### config.mk
export PLATFORM = sky130hd
export DESIGN_NAME = sorted_membership_table_core
export DESIGN_NICKNAME = d
export VERILOG_FILES = /design/src/rtl/smt_pkg.sv /design/src/rtl/smt_ram.sv /design/src/rtl/smt_front.sv /design/src/rtl/smt_fifo.sv /design/src/rtl/smt_back.sv /design/src/rtl/sorted_membership_table_core.sv
export SDC_FILE = /design/constraint.sdc
export NUM_CORES = 2
export LEC_CHECK = 0
export CORE_MARGIN = 5
export CORE_UTILIZATION = 30
export DETAILED_ROUTE_END_ITERATION = 6
export DONT_BUFFER_PORTS = 1
export PLACE_DENSITY = 0.49
export REMOVE_ABC_BUFFERS = 1
export SYNTH_ARGS = -nofsm -noshare
export SYNTH_HDL_FRONTEND = slang
export SYNTH_HIERARCHICAL = 1
export SYNTH_SLANG_ARGS = --single-unit
### constraint.sdc
create_clock -name clk -period 7.56 [get_ports clk]
set_input_delay 1.512 -clock clk [delete_from_list [all_inputs] [get_ports clk]]
set_output_delay 1.512 -clock clk [all_outputs]
set_load 0.1 [all_outputs]
### src/rtl/smt_pkg.sv
// Package: shared types, codes and defaults for the sorted membership table.
`timescale 1ns / 1ps
package smt_pkg;

	localparam int IN_DEPTH_DEF    = 64;
	localparam int OUT_DEPTH_DEF   = 64;
	localparam int INDEX_WIDTH_DEF = 16;
	localparam int FIELD_W         = 16;
	localparam int COUNT_W         = 7;

	localparam logic [1:0] ACT_ADD_IN  = 2'd0;
	localparam logic [1:0] ACT_ADD_OUT = 2'd1;
	localparam logic [1:0] ACT_QUERY   = 2'd2;
	localparam logic [1:0] ACT_SQUARE  = 2'd3;

	localparam logic [2:0] STAT_OK       = 3'd0;
	localparam logic [2:0] STAT_SAME     = 3'd1;
	localparam logic [2:0] STAT_CONTRA   = 3'd2;
	localparam logic [2:0] STAT_CONFLICT = 3'd3;
	localparam logic [2:0] STAT_FULL     = 3'd4;
	localparam logic [2:0] STAT_SQDONE   = 3'd5;

	localparam logic [1:0] MEM_UNSURE = 2'd0;
	localparam logic [1:0] MEM_IN     = 2'd1;
	localparam logic [1:0] MEM_OUT    = 2'd2;

	typedef enum logic [1:0] {
		OP_ADD_IN,
		OP_ADD_OUT,
		OP_QUERY,
		OP_SQUARE
	} op_t;

	typedef enum logic [2:0] {
		S_IDLE,
		S_SCAN,
		S_DECIDE,
		S_SHIFT,
		S_SHIFT_END,
		S_PLACE,
		S_DONE
	} state_t;

	typedef struct packed {
		logic [1:0]         action;
		logic [FIELD_W-1:0] index;
		logic [FIELD_W-1:0] preimage;
		logic               preimage_given;
	} smt_in_t;

	typedef struct packed {
		logic [2:0]         status;
		logic [1:0]         membership;
		logic [FIELD_W-1:0] found_preimage;
		logic               preimage_known;
		logic [COUNT_W-1:0] in_count;
		logic [COUNT_W-1:0] out_count;
		logic               changed;
	} smt_out_t;

	typedef struct packed {
		op_t                op;
		logic [FIELD_W-1:0] index;
		logic [FIELD_W-1:0] preimage;
		logic               given;
	} smt_cmd_t;

endpackage

### src/rtl/smt_ram.sv
// Generic single-port-write, single-port-read RAM with registered read data.
`timescale 1ns / 1ps
module smt_ram #(
	parameter int WIDTH = 16,
	parameter int DEPTH = 64
) (
	input  logic                     clk,
	input  logic                     we,
	input  logic [$clog2(DEPTH)-1:0] waddr,
	input  logic [WIDTH-1:0]         wdata,
	input  logic [$clog2(DEPTH)-1:0] raddr,
	output logic [WIDTH-1:0]         rdata
);

	logic [WIDTH-1:0] mem_q [DEPTH];

	always_ff @(posedge clk) begin
		if (we) begin
			mem_q[waddr] <= wdata;
		end
		rdata <= mem_q[raddr];
	end

endmodule

### src/rtl/smt_front.sv
// Front stage: accept input transactions, mask fields and decode the action.
`timescale 1ns / 1ps
module smt_front #(
	parameter int INDEX_WIDTH = smt_pkg::INDEX_WIDTH_DEF
) (
	input  logic               clk,
	input  logic               arst_n,
	input  logic               in_valid,
	output logic               in_ready,
	input  smt_pkg::smt_in_t   in_data,
	output logic               cmd_valid,
	input  logic               cmd_ready,
	output smt_pkg::smt_cmd_t  cmd
);

	localparam int VW = (INDEX_WIDTH < smt_pkg::FIELD_W) ? INDEX_WIDTH : smt_pkg::FIELD_W;
	localparam logic [smt_pkg::FIELD_W-1:0] MASK =
		smt_pkg::FIELD_W'((64'd1 << VW) - 64'd1);

	smt_pkg::smt_cmd_t cmd_s1;
	smt_pkg::smt_cmd_t cmd_d;
	logic              vld_s1;

	always_comb begin
		case (in_data.action)
			smt_pkg::ACT_ADD_IN:  cmd_d.op = smt_pkg::OP_ADD_IN;
			smt_pkg::ACT_ADD_OUT: cmd_d.op = smt_pkg::OP_ADD_OUT;
			smt_pkg::ACT_QUERY:   cmd_d.op = smt_pkg::OP_QUERY;
			default:              cmd_d.op = smt_pkg::OP_SQUARE;
		endcase
		cmd_d.index    = in_data.index & MASK;
		cmd_d.preimage = in_data.preimage & MASK;
		cmd_d.given    = in_data.preimage_given;
	end

	assign in_ready  = !vld_s1 || cmd_ready;
	assign cmd_valid = vld_s1;
	assign cmd       = cmd_s1;

	always_ff @(posedge clk or negedge arst_n) begin
		if (!arst_n) begin
			vld_s1 <= 1'b0;
		end else if (in_ready) begin
			vld_s1 <= in_valid;
		end
	end

	always_ff @(posedge clk) begin
		if (in_ready && in_valid) begin
			cmd_s1 <= cmd_d;
		end
	end

endmodule

### src/rtl/smt_fifo.sv
// Two-entry command queue between the front and back parts.
`timescale 1ns / 1ps
module smt_fifo #(
	parameter int WIDTH = 8
) (
	input  logic             clk,
	input  logic             arst_n,
	input  logic             push_valid,
	output logic             push_ready,
	input  logic [WIDTH-1:0] push_data,
	output logic             pop_valid,
	input  logic             pop_ready,
	output logic [WIDTH-1:0] pop_data
);

	logic [WIDTH-1:0] ent_q [2];
	logic             wr_ptr_q;
	logic             rd_ptr_q;
	logic [1:0]       cnt_q;
	logic             push;
	logic             pop;

	assign push_ready = (cnt_q != 2'd2);
	assign pop_valid  = (cnt_q != 2'd0);
	assign pop_data   = ent_q[rd_ptr_q];
	assign push       = push_valid && push_ready;
	assign pop        = pop_valid && pop_ready;

	always_ff @(posedge clk or negedge arst_n) begin
		if (!arst_n) begin
			wr_ptr_q <= 1'b0;
			rd_ptr_q <= 1'b0;
			cnt_q    <= 2'd0;
		end else begin
			if (push) begin
				wr_ptr_q <= !wr_ptr_q;
			end
			if (pop) begin
				rd_ptr_q <= !rd_ptr_q;
			end
			if (push && !pop) begin
				cnt_q <= cnt_q + 2'd1;
			end else if (pop && !push) begin
				cnt_q <= cnt_q - 2'd1;
			end
		end
	end

	always_ff @(posedge clk) begin
		if (push) begin
			ent_q[wr_ptr_q] <= push_data;
		end
	end

endmodule

### src/rtl/smt_back.sv
// Back part: scan both sorted sets, decide, shift and place entries, build results.
`timescale 1ns / 1ps
module smt_back #(
	parameter int IN_DEPTH    = smt_pkg::IN_DEPTH_DEF,
	parameter int OUT_DEPTH   = smt_pkg::OUT_DEPTH_DEF,
	parameter int INDEX_WIDTH = smt_pkg::INDEX_WIDTH_DEF
) (
	input  logic                        clk,
	input  logic                        arst_n,
	input  logic                        cmd_valid,
	output logic                        cmd_ready,
	input  smt_pkg::smt_cmd_t           cmd,
	input  logic                        cfg_we,
	input  logic [smt_pkg::FIELD_W-1:0] cfg_wdata,
	output logic                        out_valid,
	input  logic                        out_ready,
	output smt_pkg::smt_out_t           out_data
);

	localparam int VW   = (INDEX_WIDTH < smt_pkg::FIELD_W) ? INDEX_WIDTH : smt_pkg::FIELD_W;
	localparam int IAW  = $clog2(IN_DEPTH);
	localparam int OAW  = $clog2(OUT_DEPTH);
	localparam int ICW  = $clog2(IN_DEPTH + 1);
	localparam int OCW  = $clog2(OUT_DEPTH + 1);
	localparam int MAXD = (IN_DEPTH > OUT_DEPTH) ? IN_DEPTH : OUT_DEPTH;
	localparam int SW   = $clog2(MAXD + 1);
	localparam int EW   = 2 * VW + 1;

	smt_pkg::state_t state_q, state_d;

	logic [VW-1:0]  own_q;
	smt_pkg::op_t   op_q;
	logic [VW-1:0]  v_q;
	logic [VW-1:0]  pre_q;
	logic           given_q;
	logic [ICW-1:0] in_fill_q;
	logic [OCW-1:0] out_fill_q;
	logic           sq_set_q;
	logic           changed_q;

	logic [SW-1:0]  scan_idx_q;
	logic           scan_vld_s1;
	logic [SW-1:0]  scan_idx_s1;
	logic [SW-1:0]  scan_len;
	logic           scan_issue;

	logic           in_found_q;
	logic [IAW-1:0] in_pos_q;
	logic [ICW-1:0] in_at_q;
	logic [VW-1:0]  in_pre_q;
	logic           in_pv_q;
	logic           out_found_q;
	logic [OCW-1:0] out_at_q;

	logic [2:0]     res_status_q;
	logic [1:0]     res_member_q;
	logic [VW-1:0]  res_fpre_q;
	logic           res_known_q;

	logic           tgt_out_q;
	logic           ins_q;
	logic [SW-1:0]  place_addr_q;
	logic [EW-1:0]  place_data_q;
	logic [SW-1:0]  sh_q;
	logic [SW-1:0]  sh_stop_q;
	logic           pend_s1;
	logic [SW-1:0]  pend_addr_s1;

	smt_pkg::smt_out_t out_q;
	logic              out_valid_q;

	// decision
	logic [2:0]     d_status;
	logic [1:0]     d_member;
	logic [VW-1:0]  d_fpre;
	logic           d_known;
	logic           d_upd;
	logic           d_ins_in;
	logic           d_ins_out;
	logic           d_sq_first;
	logic [VW-1:0]  d_pre;
	logic           d_given;
	logic           d_add_in;
	logic           d_shift;

	// RAM ports
	logic           in_we;
	logic [IAW-1:0] in_waddr;
	logic [EW-1:0]  in_wdata;
	logic [IAW-1:0] in_raddr;
	logic [EW-1:0]  in_rdata;
	logic           out_we;
	logic [OAW-1:0] out_waddr;
	logic [VW-1:0]  out_wdata;
	logic [OAW-1:0] out_raddr;
	logic [VW-1:0]  out_rdata;
	logic [VW-1:0]  in_rval;

	smt_ram #(.WIDTH(EW), .DEPTH(IN_DEPTH)) u_in_ram (
		.clk   (clk),
		.we    (in_we),
		.waddr (in_waddr),
		.wdata (in_wdata),
		.raddr (in_raddr),
		.rdata (in_rdata)
	);

	smt_ram #(.WIDTH(VW), .DEPTH(OUT_DEPTH)) u_out_ram (
		.clk   (clk),
		.we    (out_we),
		.waddr (out_waddr),
		.wdata (out_wdata),
		.raddr (out_raddr),
		.rdata (out_rdata)
	);

	assign in_rval    = in_rdata[EW-1:VW+1];
	assign scan_len   = (SW'(in_fill_q) > SW'(out_fill_q)) ? SW'(in_fill_q) : SW'(out_fill_q);
	assign scan_issue = (state_q == smt_pkg::S_SCAN) && (scan_idx_q < scan_len);
	assign cmd_ready  = (state_q == smt_pkg::S_IDLE);
	assign out_valid  = out_valid_q;
	assign out_data   = out_q;

	always_comb begin
		d_status   = smt_pkg::STAT_OK;
		d_upd      = 1'b0;
		d_ins_in   = 1'b0;
		d_ins_out  = 1'b0;
		d_sq_first = (op_q == smt_pkg::OP_SQUARE) && !sq_set_q;
		d_add_in   = (op_q == smt_pkg::OP_ADD_IN) || d_sq_first;
		d_pre      = d_sq_first ? own_q : pre_q;
		d_given    = d_sq_first || given_q;
		// default report: what the scan found
		if (in_found_q) begin
			d_member = smt_pkg::MEM_IN;
			d_known  = in_pv_q;
			d_fpre   = in_pv_q ? in_pre_q : '0;
		end else if (out_found_q) begin
			d_member = smt_pkg::MEM_OUT;
			d_known  = 1'b0;
			d_fpre   = '0;
		end else begin
			d_member = smt_pkg::MEM_UNSURE;
			d_known  = 1'b0;
			d_fpre   = '0;
		end
		if (op_q == smt_pkg::OP_SQUARE && sq_set_q) begin
			d_status = smt_pkg::STAT_SQDONE;
		end else if (d_add_in) begin
			if (in_found_q) begin
				if (!d_given) begin
					d_status = smt_pkg::STAT_SAME;
				end else if (in_pv_q) begin
					d_status = (in_pre_q == d_pre) ? smt_pkg::STAT_SAME : smt_pkg::STAT_CONFLICT;
				end else begin
					d_upd   = 1'b1;
					d_known = 1'b1;
					d_fpre  = d_pre;
				end
			end else if (out_found_q) begin
				d_status = smt_pkg::STAT_CONTRA;
			end else if (in_fill_q == ICW'(IN_DEPTH)) begin
				d_status = smt_pkg::STAT_FULL;
			end else begin
				d_ins_in = 1'b1;
				d_member = smt_pkg::MEM_IN;
				d_known  = d_given;
				d_fpre   = d_given ? d_pre : '0;
			end
		end else if (op_q == smt_pkg::OP_ADD_OUT) begin
			if (in_found_q || out_found_q) begin
				d_status = smt_pkg::STAT_SAME;
			end else if (out_fill_q == OCW'(OUT_DEPTH)) begin
				d_status = smt_pkg::STAT_FULL;
			end else begin
				d_ins_out = 1'b1;
				d_member  = smt_pkg::MEM_OUT;
			end
		end
		d_shift = (d_ins_in && (in_at_q < in_fill_q)) || (d_ins_out && (out_at_q < out_fill_q));
	end

	always_comb begin
		state_d = state_q;
		case (state_q)
			smt_pkg::S_IDLE: begin
				if (cmd_valid) begin
					state_d = smt_pkg::S_SCAN;
				end
			end
			smt_pkg::S_SCAN: begin
				if (!scan_issue && !scan_vld_s1) begin
					state_d = smt_pkg::S_DECIDE;
				end
			end
			smt_pkg::S_DECIDE: begin
				if (d_shift) begin
					state_d = smt_pkg::S_SHIFT;
				end else if (d_upd || d_ins_in || d_ins_out) begin
					state_d = smt_pkg::S_PLACE;
				end else begin
					state_d = smt_pkg::S_DONE;
				end
			end
			smt_pkg::S_SHIFT: begin
				if (sh_q == sh_stop_q) begin
					state_d = smt_pkg::S_SHIFT_END;
				end
			end
			smt_pkg::S_SHIFT_END: state_d = smt_pkg::S_PLACE;
			smt_pkg::S_PLACE:     state_d = smt_pkg::S_DONE;
			smt_pkg::S_DONE: begin
				if (!out_valid_q || out_ready) begin
					state_d = smt_pkg::S_IDLE;
				end
			end
			default: state_d = smt_pkg::S_IDLE;
		endcase
	end

	always_comb begin
		in_raddr  = (state_q == smt_pkg::S_SCAN) ? scan_idx_q[IAW-1:0] : sh_q[IAW-1:0];
		out_raddr = (state_q == smt_pkg::S_SCAN) ? scan_idx_q[OAW-1:0] : sh_q[OAW-1:0];
		in_we     = 1'b0;
		in_waddr  = pend_addr_s1[IAW-1:0];
		in_wdata  = in_rdata;
		out_we    = 1'b0;
		out_waddr = pend_addr_s1[OAW-1:0];
		out_wdata = out_rdata;
		case (state_q)
			smt_pkg::S_SHIFT, smt_pkg::S_SHIFT_END: begin
				in_we  = pend_s1 && !tgt_out_q;
				out_we = pend_s1 && tgt_out_q;
			end
			smt_pkg::S_PLACE: begin
				in_we     = !tgt_out_q;
				out_we    = tgt_out_q;
				in_waddr  = place_addr_q[IAW-1:0];
				out_waddr = place_addr_q[OAW-1:0];
				in_wdata  = place_data_q;
				out_wdata = v_q;
			end
			default: begin
				in_we  = 1'b0;
				out_we = 1'b0;
			end
		endcase
	end

	always_ff @(posedge clk or negedge arst_n) begin
		if (!arst_n) begin
			state_q     <= smt_pkg::S_IDLE;
			own_q       <= '0;
			in_fill_q   <= '0;
			out_fill_q  <= '0;
			sq_set_q    <= 1'b0;
			changed_q   <= 1'b1;
			scan_vld_s1 <= 1'b0;
			pend_s1     <= 1'b0;
			out_valid_q <= 1'b0;
		end else begin
			state_q <= state_d;
			if (cfg_we) begin
				own_q <= cfg_wdata[VW-1:0];
			end
			scan_vld_s1 <= scan_issue;
			if (state_q == smt_pkg::S_DECIDE) begin
				if (d_sq_first) begin
					sq_set_q  <= 1'b1;
					changed_q <= 1'b1;
				end
				if (d_upd || d_ins_in || d_ins_out) begin
					changed_q <= 1'b1;
				end
			end
			if (state_q == smt_pkg::S_SHIFT) begin
				pend_s1 <= 1'b1;
			end else begin
				pend_s1 <= 1'b0;
			end
			if (state_q == smt_pkg::S_PLACE && ins_q) begin
				if (tgt_out_q) begin
					out_fill_q <= out_fill_q + OCW'(1);
				end else begin
					in_fill_q <= in_fill_q + ICW'(1);
				end
			end
			if (state_q == smt_pkg::S_DONE && state_d == smt_pkg::S_IDLE) begin
				out_valid_q <= 1'b1;
			end else if (out_ready) begin
				out_valid_q <= 1'b0;
			end
		end
	end

	always_ff @(posedge clk) begin
		case (state_q)
			smt_pkg::S_IDLE: begin
				op_q        <= cmd.op;
				v_q         <= cmd.index[VW-1:0];
				pre_q       <= cmd.preimage[VW-1:0];
				given_q     <= cmd.given;
				scan_idx_q  <= '0;
				in_found_q  <= 1'b0;
				out_found_q <= 1'b0;
				in_at_q     <= '0;
				out_at_q    <= '0;
			end
			smt_pkg::S_SCAN: begin
				if (scan_issue) begin
					scan_idx_q <= scan_idx_q + SW'(1);
				end
			end
			smt_pkg::S_DECIDE: begin
				res_status_q <= d_status;
				res_member_q <= d_member;
				res_fpre_q   <= d_fpre;
				res_known_q  <= d_known;
				tgt_out_q    <= d_ins_out;
				ins_q        <= d_ins_in || d_ins_out;
				place_addr_q <= d_upd ? SW'(in_pos_q) : (d_ins_out ? SW'(out_at_q) : SW'(in_at_q));
				place_data_q <= {v_q, (d_given ? d_pre : {VW{1'b0}}), d_given};
				sh_q         <= d_ins_out ? (SW'(out_fill_q) - SW'(1)) : (SW'(in_fill_q) - SW'(1));
				sh_stop_q    <= d_ins_out ? SW'(out_at_q) : SW'(in_at_q);
			end
			smt_pkg::S_SHIFT: begin
				pend_addr_s1 <= sh_q + SW'(1);
				sh_q         <= sh_q - SW'(1);
			end
			smt_pkg::S_DONE: begin
				// load the result only once the previous one has left
				if (state_d == smt_pkg::S_IDLE) begin
					out_q.status         <= res_status_q;
					out_q.membership     <= res_member_q;
					out_q.found_preimage <= smt_pkg::FIELD_W'(res_fpre_q);
					out_q.preimage_known <= res_known_q;
					out_q.in_count       <= smt_pkg::COUNT_W'(in_fill_q);
					out_q.out_count      <= smt_pkg::COUNT_W'(out_fill_q);
					out_q.changed        <= changed_q;
				end
			end
			default: begin
				sh_q <= sh_q;
			end
		endcase
		// compare returning scan data against the item's index
		if (scan_vld_s1) begin
			if (scan_idx_s1 < SW'(in_fill_q)) begin
				if (in_rval == v_q && !in_found_q) begin
					in_found_q <= 1'b1;
					in_pos_q   <= scan_idx_s1[IAW-1:0];
					in_pre_q   <= in_rdata[VW:1];
					in_pv_q    <= in_rdata[0];
				end
				if (in_rval < v_q) begin
					in_at_q <= in_at_q + ICW'(1);
				end
			end
			if (scan_idx_s1 < SW'(out_fill_q)) begin
				if (out_rdata == v_q) begin
					out_found_q <= 1'b1;
				end
				if (out_rdata < v_q) begin
					out_at_q <= out_at_q + OCW'(1);
				end
			end
		end
		scan_idx_s1 <= scan_idx_q;
	end

`ifndef SYNTHESIS
	a_in_fill_bound: assert property (@(posedge clk) disable iff (!arst_n)
		in_fill_q <= ICW'(IN_DEPTH))
		else $error("in-set fill count beyond depth");
	a_out_fill_bound: assert property (@(posedge clk) disable iff (!arst_n)
		out_fill_q <= OCW'(OUT_DEPTH))
		else $error("out-set fill count beyond depth");
	a_insert_not_full: assert property (@(posedge clk) disable iff (!arst_n)
		(state_q == smt_pkg::S_PLACE && ins_q && !tgt_out_q) |-> in_fill_q < ICW'(IN_DEPTH))
		else $error("insert into full in-set");
	a_sqdone_needs_square: assert property (@(posedge clk) disable iff (!arst_n)
		(out_valid_q && out_q.status == smt_pkg::STAT_SQDONE) |-> sq_set_q)
		else $error("square reported done before it was set");
`endif

endmodule

### src/rtl/sorted_membership_table_core.sv
// Top level: sorted membership table with front decode, command queue and back engine.
// Each transaction scans both sets and then decides; an entry is shifted in when entries lie above
//   the insert point, and placed directly when it lands on top of the set or only gains a preimage.
// The back engine takes one transaction at a time; its rate is limited by the scan and shift
//   passes over each set RAM's single read port.
// The front stage and the two-entry queue keep accepting while the back engine works, until full.
// Reset (arst_n, asynchronous, active low) empties both sets at once by clearing fill counts.
`timescale 1ns / 1ps
module sorted_membership_table_core #(
	parameter int IN_DEPTH    = smt_pkg::IN_DEPTH_DEF,
	parameter int OUT_DEPTH   = smt_pkg::OUT_DEPTH_DEF,
	parameter int INDEX_WIDTH = smt_pkg::INDEX_WIDTH_DEF
) (
	input  logic                        clk,
	input  logic                        arst_n,
	input  logic                        in_valid,
	output logic                        in_ready,
	input  smt_pkg::smt_in_t            in_data,
	output logic                        out_valid,
	input  logic                        out_ready,
	output smt_pkg::smt_out_t           out_data,
	input  logic                        cfg_we,
	input  logic [smt_pkg::FIELD_W-1:0] cfg_wdata
);

	localparam int CMD_W = $bits(smt_pkg::smt_cmd_t);

	// front to queue
	logic              fr_valid;
	logic              fr_ready;
	smt_pkg::smt_cmd_t fr_cmd;
	logic [CMD_W-1:0]  fr_bits;

	// queue to back
	logic              bk_valid;
	logic              bk_ready;
	logic [CMD_W-1:0]  bk_bits;
	smt_pkg::smt_cmd_t bk_cmd;

	assign fr_bits = fr_cmd;
	assign bk_cmd  = bk_bits;

	// Mask the fields to the index width and decode the action into an opcode.
	smt_front #(.INDEX_WIDTH(INDEX_WIDTH)) u_front (
		.clk       (clk),
		.arst_n    (arst_n),
		.in_valid  (in_valid),
		.in_ready  (in_ready),
		.in_data   (in_data),
		.cmd_valid (fr_valid),
		.cmd_ready (fr_ready),
		.cmd       (fr_cmd)
	);

	// Hold decoded transactions so the front keeps taking input while the back is busy.
	smt_fifo #(.WIDTH(CMD_W)) u_fifo (
		.clk        (clk),
		.arst_n     (arst_n),
		.push_valid (fr_valid),
		.push_ready (fr_ready),
		.push_data  (fr_bits),
		.pop_valid  (bk_valid),
		.pop_ready  (bk_ready),
		.pop_data   (bk_bits)
	);

	// Scan both sets, decide the outcome, shift larger entries up and place the new one.
	// The result sits in an output register, so the next transaction starts while it waits.
	smt_back #(
		.IN_DEPTH    (IN_DEPTH),
		.OUT_DEPTH   (OUT_DEPTH),
		.INDEX_WIDTH (INDEX_WIDTH)
	) u_back (
		.clk       (clk),
		.arst_n    (arst_n),
		.cmd_valid (bk_valid),
		.cmd_ready (bk_ready),
		.cmd       (bk_cmd),
		.cfg_we    (cfg_we),
		.cfg_wdata (cfg_wdata),
		.out_valid (out_valid),
		.out_ready (out_ready),
		.out_data  (out_data)
	);

endmodule
Word level (Yosys, flattened, before mapping) --
Memory sizes are Yosys's and may differ from the RTL's. A register that Yosys moved wholly into a read port is not among the register bits. Index checks and enable logic that the tools add are counted.
Storage, ports and cells: flip-flop bits (word level) 251, bits in writable memories 3206, output and inout bits 39, logic and storage cells 243, memories kept 3
Memories:
- u_back.u_in_ram.mem_q | depth 64, bits a word 33, rd ports 1, clocked after Yosys merged registers in 1, write ports 1, line smt_ram.sv:15 | logic [WIDTH-1:0] mem_q [DEPTH];
- u_back.u_out_ram.mem_q | depth 64, bits a word 16, rd ports 1, clocked after Yosys merged registers in 1, write ports 1, line smt_ram.sv:15
- u_fifo.ent_q | depth 2, bits a word 35, rd ports 1, clocked after Yosys merged registers in 1, write ports 1, line smt_fifo.sv:16 | logic [WIDTH-1:0] ent_q [2];
Operators by class: add/sub/neg operators 11, order comparisons 8, equality and inequality tests 18, muxes and demuxes 104, bitwise logic cells 1, reduce and logical (&&, ||, !) cells 54
Operator list (count):
- $mux W16 | 12
- $mux W7 | 12
- $eq A16 B16 Y1 | 3
- $mux W1 | 42
- $mux W3 | 14
- $add A7 B1 Y7 const B | 5
- $lt A7 B7 Y1 | 5
- $mux W33 | 1
- $lt A16 B16 Y1 | 2
- $mux W2 | 14
- $pmux W7 S2 | 2
- $pmux W3 S7 | 1
- $sub A7 B1 Y7 const B | 3
- $mux W6 | 3
- $logic_and A1 B1 Y1 | 16
- $eq A7 B7 Y1 const B | 2
- $reduce_and A2 Y1 | 6
- $reduce_bool A2 Y1 | 6
- $logic_not A1 Y1 | 11
- $eq A3 B3 Y1 const B | 3
- $logic_or A1 B1 Y1 | 9
- $eq A7 B7 Y1 | 1
- $gt A7 B7 Y1 | 1
- $add A6 B1 Y6 const B | 1
- 15 further kinds | 21

Depth between registers and ports, before layout --
depth in word-level cells 15, gate-level depth with buffers 14

Hierarchy --
Netlist, hierarchy kept.
Modules (own cells, without submodules):
- smt_ram (u_back.u_in_ram) | instances 1, cells an instance 3495, area each 81137.8 µm², seq. area each 64081.5 µm²
- smt_ram (u_back.u_out_ram) | instances 1, cells an instance 1829, area each 40042.2 µm², seq. area each 31069.8 µm²
- smt_back | instances 1, cells an instance 1000, area each 12256.8 µm², seq. area each 6911.6 µm²
- smt_fifo | instances 1, cells an instance 127, area each 2870.3 µm², seq. area each 2202.1 µm²
- smt_front | instances 1, cells an instance 41, area each 1112.3 µm², seq. area each 1076.0 µm²

Worst setup path before layout --
OpenSTA, ideal clock, no wires.
kind reg-to-reg, start point register u_back.state_q[1], end point memory u_back/u_in_ram/mem_q[32][0] (netlist bit), enable pin, setup time 0.464 ns, arrival 4.387 ns, required time 7.096 ns, slack 2.709 ns, cell stages (with the launch flop) 9, path buffers 1, cells stage by stage dfrtp_1 nor2b_1 nand2_1 inv_1 buf_2 a21oi_1 nor2_1 nand4b_1 nor3_1
On the way: cells in the longest elaborated chain, start to end 5, elaborated cells between the ends (all ways) 8
Ends and longest elaborated chain:
- start: declaration | line smt_back.sv:29 | smt_pkg::state_t state_q, state_d;
- start signal: assignment | line smt_back.sv:252 | state_q <= smt_pkg::S_IDLE;
- start signal: assignment | line smt_back.sv:262 | state_q <= state_d;
- $eq A3 B3 Y1 / $eq A3 B2 Y1 (equally long branches) | line smt_back.sv:230 | case (state_q)
- $reduce_or A2 Y1 | line smt_back.sv:230
- $pmux W1 S2 (*) | line smt_back.sv:230
- named net u_back.in_we | line smt_back.sv:87 | logic in_we;
- $mux W1 (*) | line smt_ram.sv:18 | if (we) begin
- $mux W1 (implied by the code) (*) | line smt_ram.sv:19 | mem_q[waddr] <= wdata;
- end: declaration | line smt_ram.sv:15
Mark *: on every way through the listed nets, which the timed path passes. The rest lies on a longest branch.

Final worst setup path --
start point register u_back.state_q[2], end point memory u_back/u_in_ram/mem_q[62][25] (netlist bit), enable pin
The elaborated chain is that of the path after synthesis.

==> flow_metrics.tcl <==
set metrics [dict create \
    maxCapViolations 0 \
    grt_pass1_vias 68029 \
    fin_ws_ps 1560 \
    cts-root-buf "clkbuf_16" \
    highest_layer "met5" \
    cts_buffers 364 \
    rsz0062_at_grt "no" \
    hpwl_um 222000 \
    postCtsSetupRepairBufs 0 \
    clock_path_buffers 4 \
    max_freq_mhz 167 \
    synthArstFlopShare_pct 1.19 \
    fp.dieArea_um2 472000 \
    synth.avg_cell_area_um2 21.2 \
    dp_slack_ps 1500 \
    maxSlewViolCount 0 \
    setup_tns_ps 0 \
    antenna_found_initial 21 \
    clkSlewWorstSetupHoldPaths_ps 60 \
    grt_max_degree 106 \
    seq_area_frac_synth_pct 76.7 \
    cts_resized 0 \
    dr_wl_met2_um 181000 \
    hp-class "primary input to async pin" \
    grt_overflow 0 \
    remaining_drc_errors 0 \
    critPathLaunchType "flip-flop" \
    netlist.area_leader.share_pct 74.8 \
    max_stage_delay_ps 1300 \
    period_needed_ps 6000 \
    start_util_pct 30.1 \
    required_ps 8210 \
    power_leakage_uw 0.0494 \
    crit_buf_inv 3 \
    vias_per_cell 5.04 \
    worstSetupPathType "flip-flop to flip-flop" \
    ys_ff_latch 3539 \
    outcome "complete, no violations" \
    critPathMaxFanout 29 \
    synth_edf_count 3425 \
    crit_slowest_cell "nor2_4" \
    place_congestion 0.791 \
    routed-wl-met3_um 24600 \
    antenna_left 0 \
    num_io_pins 95 \
    ir_drop_mv 0.392 \
    hold_violations 0 \
    met1_length_um 164000 \
    setup_viol 0 \
    wl_per_cell_um 28.7 \
    finalNetCount 6898 \
    synth_area_leaders "edfxtp_1 75%, mux4_2 12%, mux2i_1 1.5%, dfxtp_1 1.0%, mux2_2 0.84%" \
    ctsHoldBuffers 0 \
    yosys_warnings 6 \
    vias 66592 \
    final_area_um2 158000 \
    cts_tree "done" \
    period_share_pct 79.3 \
    die_y_um 687 \
    drt-initial-drc-count 7061 \
    crit_chain "nor2b_1 > nand2_1 > inv_1 > buf_4 > a21oi_1 > nor2_1 > nor2b_1 > nand3_1 > nor2_4 > buf_4" \
    port_buffers 0 \
    core_area_um2 456000 \
    drive_above_1_share_pct 25.4 \
    tightest_slew_ps 1260 \
    fp.dieW_um 687 \
    hold_ws_ps 279 \
    relSlewSlack_pct 15.6 \
    syn_to_final_growth_pct 14.7 \
    syn-instance-count 6492 \
    cpLargestDelayFamily "simple AND/OR/NAND/NOR gates" \
    htree_levels 5 \
    synthDistinctLibCells 91 \
    grt_usage_pct 15.7 \
    dpl-instance-area_um2 146000 \
    drtPass1Iterations 5 \
    numClockSinks 3539 \
    end_kind "flip-flop" \
    powerDensity_nw_per_um2 448 \
    synth_flop_cell "edfxtp_1" \
    row_count 248 \
    routed_wl_um 379000 \
    synthesis.area_um2 137000 \
    fin_skew_ps 60.9 \
    arrival_ps 6640 \
    grt_pass1_wl_um 533000 \
    clkLatencyLatePin_ps 960 \
    synth_top_area_cell "edfxtp_1" \
]
[worst paths after layout]
path                                       from  depth (start not counted)  slack (ps)                       endpoint
min in group clk           u_back/res_fpre_q[2]                          0         430            u_back/out_data[18]
setup reg to reg              u_back/state_q[2]                         10        1560  u_back/u_in_ram/mem_q[62][25]
setup / recovery              u_back/state_q[2]                         10        1560  u_back/u_in_ram/mem_q[62][25]
max in group asynchronous                arst_n                          0        7140                u_fifo/rd_ptr_q
hold reg to reg            u_back/res_fpre_q[2]                          0         430            u_back/out_data[18]
hold / removal                           arst_n                          0         280               u_back/out_valid
[kinds of logic after synthesis]
family / synth area share, %
DFF: 76.7
muxes: 15.2
and+or+nand+nor: 2.52
AOI/OAI and AO/OA: 2.82
buffers and inverters: 1.72
adders and majority gates: 0.727
xor gates and xnor gates: 0.376
other: 0.00273
[synthesized netlist by cell type, types with 29 or more instances]
cell type and n:
a21oi_1 120, a221oi_1 43, a22oi_1 56, a31oi_1 29, buf_1 32, buf_2 87
buf_4 35, buf_6 48, clkbuf_1 127, dfrtp_1 42, dfxtp_1 72, edfxtp_1 3425
ha_1 79, inv_1 69, mux2_2 102, mux2_4 29, mux2i_1 204, mux4_2 759
nand2_1 222, nand2b_1 29, nand3_1 50, nand4_1 31, nor2_1 246, nor2b_1 53
o21ai_0 47, o221ai_1 29, o22ai_1 89, xnor2_1 32
[layout by cell type (no fill, tap or decap), types with 31 or more instances in the layout]
cell type	netlist	routed
edfxtp_1	3425	3425
mux4_2	759	759
clkbuf_16	0	375
buf_4	35	233
nand2_1	222	221
mux2i_1	204	204
nor2_1	246	173
a21oi_1	120	120
clkbuf_1	127	90
o22ai_1	89	89
mux2_2	102	83
ha_1	79	79
dfxtp_1	72	72
clkinv_2	0	71
inv_1	69	68
nor2_4	0	65
a22oi_1	56	56
clkinv_1	1	53
nor2b_1	53	50
nand3_1	50	50
mux2_4	29	44
a221oi_1	43	43
dfrtp_1	42	41
o21ai_0	47	32
xnor2_1	32	32
nand4_1	31	31
[per-stage QoR]
stage          std cells  util [%]  power, uW
2_1_floorplan       6147         -      41800
3_3_place_gp       12522      32.0      53400
3_5_place_dp       12522      32.0      53700
4_1_cts            13188      34.5      71500
5_1_grt            13188      34.5      73400
6_report           13202      34.5      70500
[power by group]
group	leakage, uW	internal, uW	switching, uW
registers	0.0319	26000	982
clock network	0.00573	10100	7580
logic	0.0118	8930	17000
[state kept, by name (all words and copies together), names as in the netlist, 16 cells and up]
signal / flops
u_back/in_pre_q: 16
u_back/out_data: 36
u_back/own_q: 16
u_back/place_data_q: 33
u_back/pre_q: 16
u_back/res_fpre_q: 16
u_back/u_in_ram/mem_q: 2112
u_back/u_in_ram/rdata: 33
u_back/u_out_ram/mem_q: 1024
u_back/u_out_ram/rdata: 16
u_back/v_q: 16
u_fifo/ent_q: 70
u_front/cmd: 35
[per-layer routing]
metal,vias to the layer above,GRT usage [%]
met1,36444,22.1
met5,-,0
met2,2099,25.4
met4,2,3.78
met3,436,2.44
li1,27611,-
[worst reg2reg max path: cells and delay by family (launching register included)]
kind / cells / cell delay (ps)
AOI/OAI and AO/OA: 1 / 130
DFF: 1 / 530
and+or+nand+nor: 6 / 4280
buffers and inverters: 3 / 800
[layout make-up]
type | instances | area, um^2
clock buffer | 487 | 10000
inverter | 71 | 267
timing repair buffer | 250 | 2090
clock inverter | 179 | 1640
antenna | 14 | 35.0
multi-input combinational | 2537 | 30600
tap | 6125 | 7660
sequential | 3539 | 105000
fill | 42319 | 299000
Power figures use the tool's default switching activity.
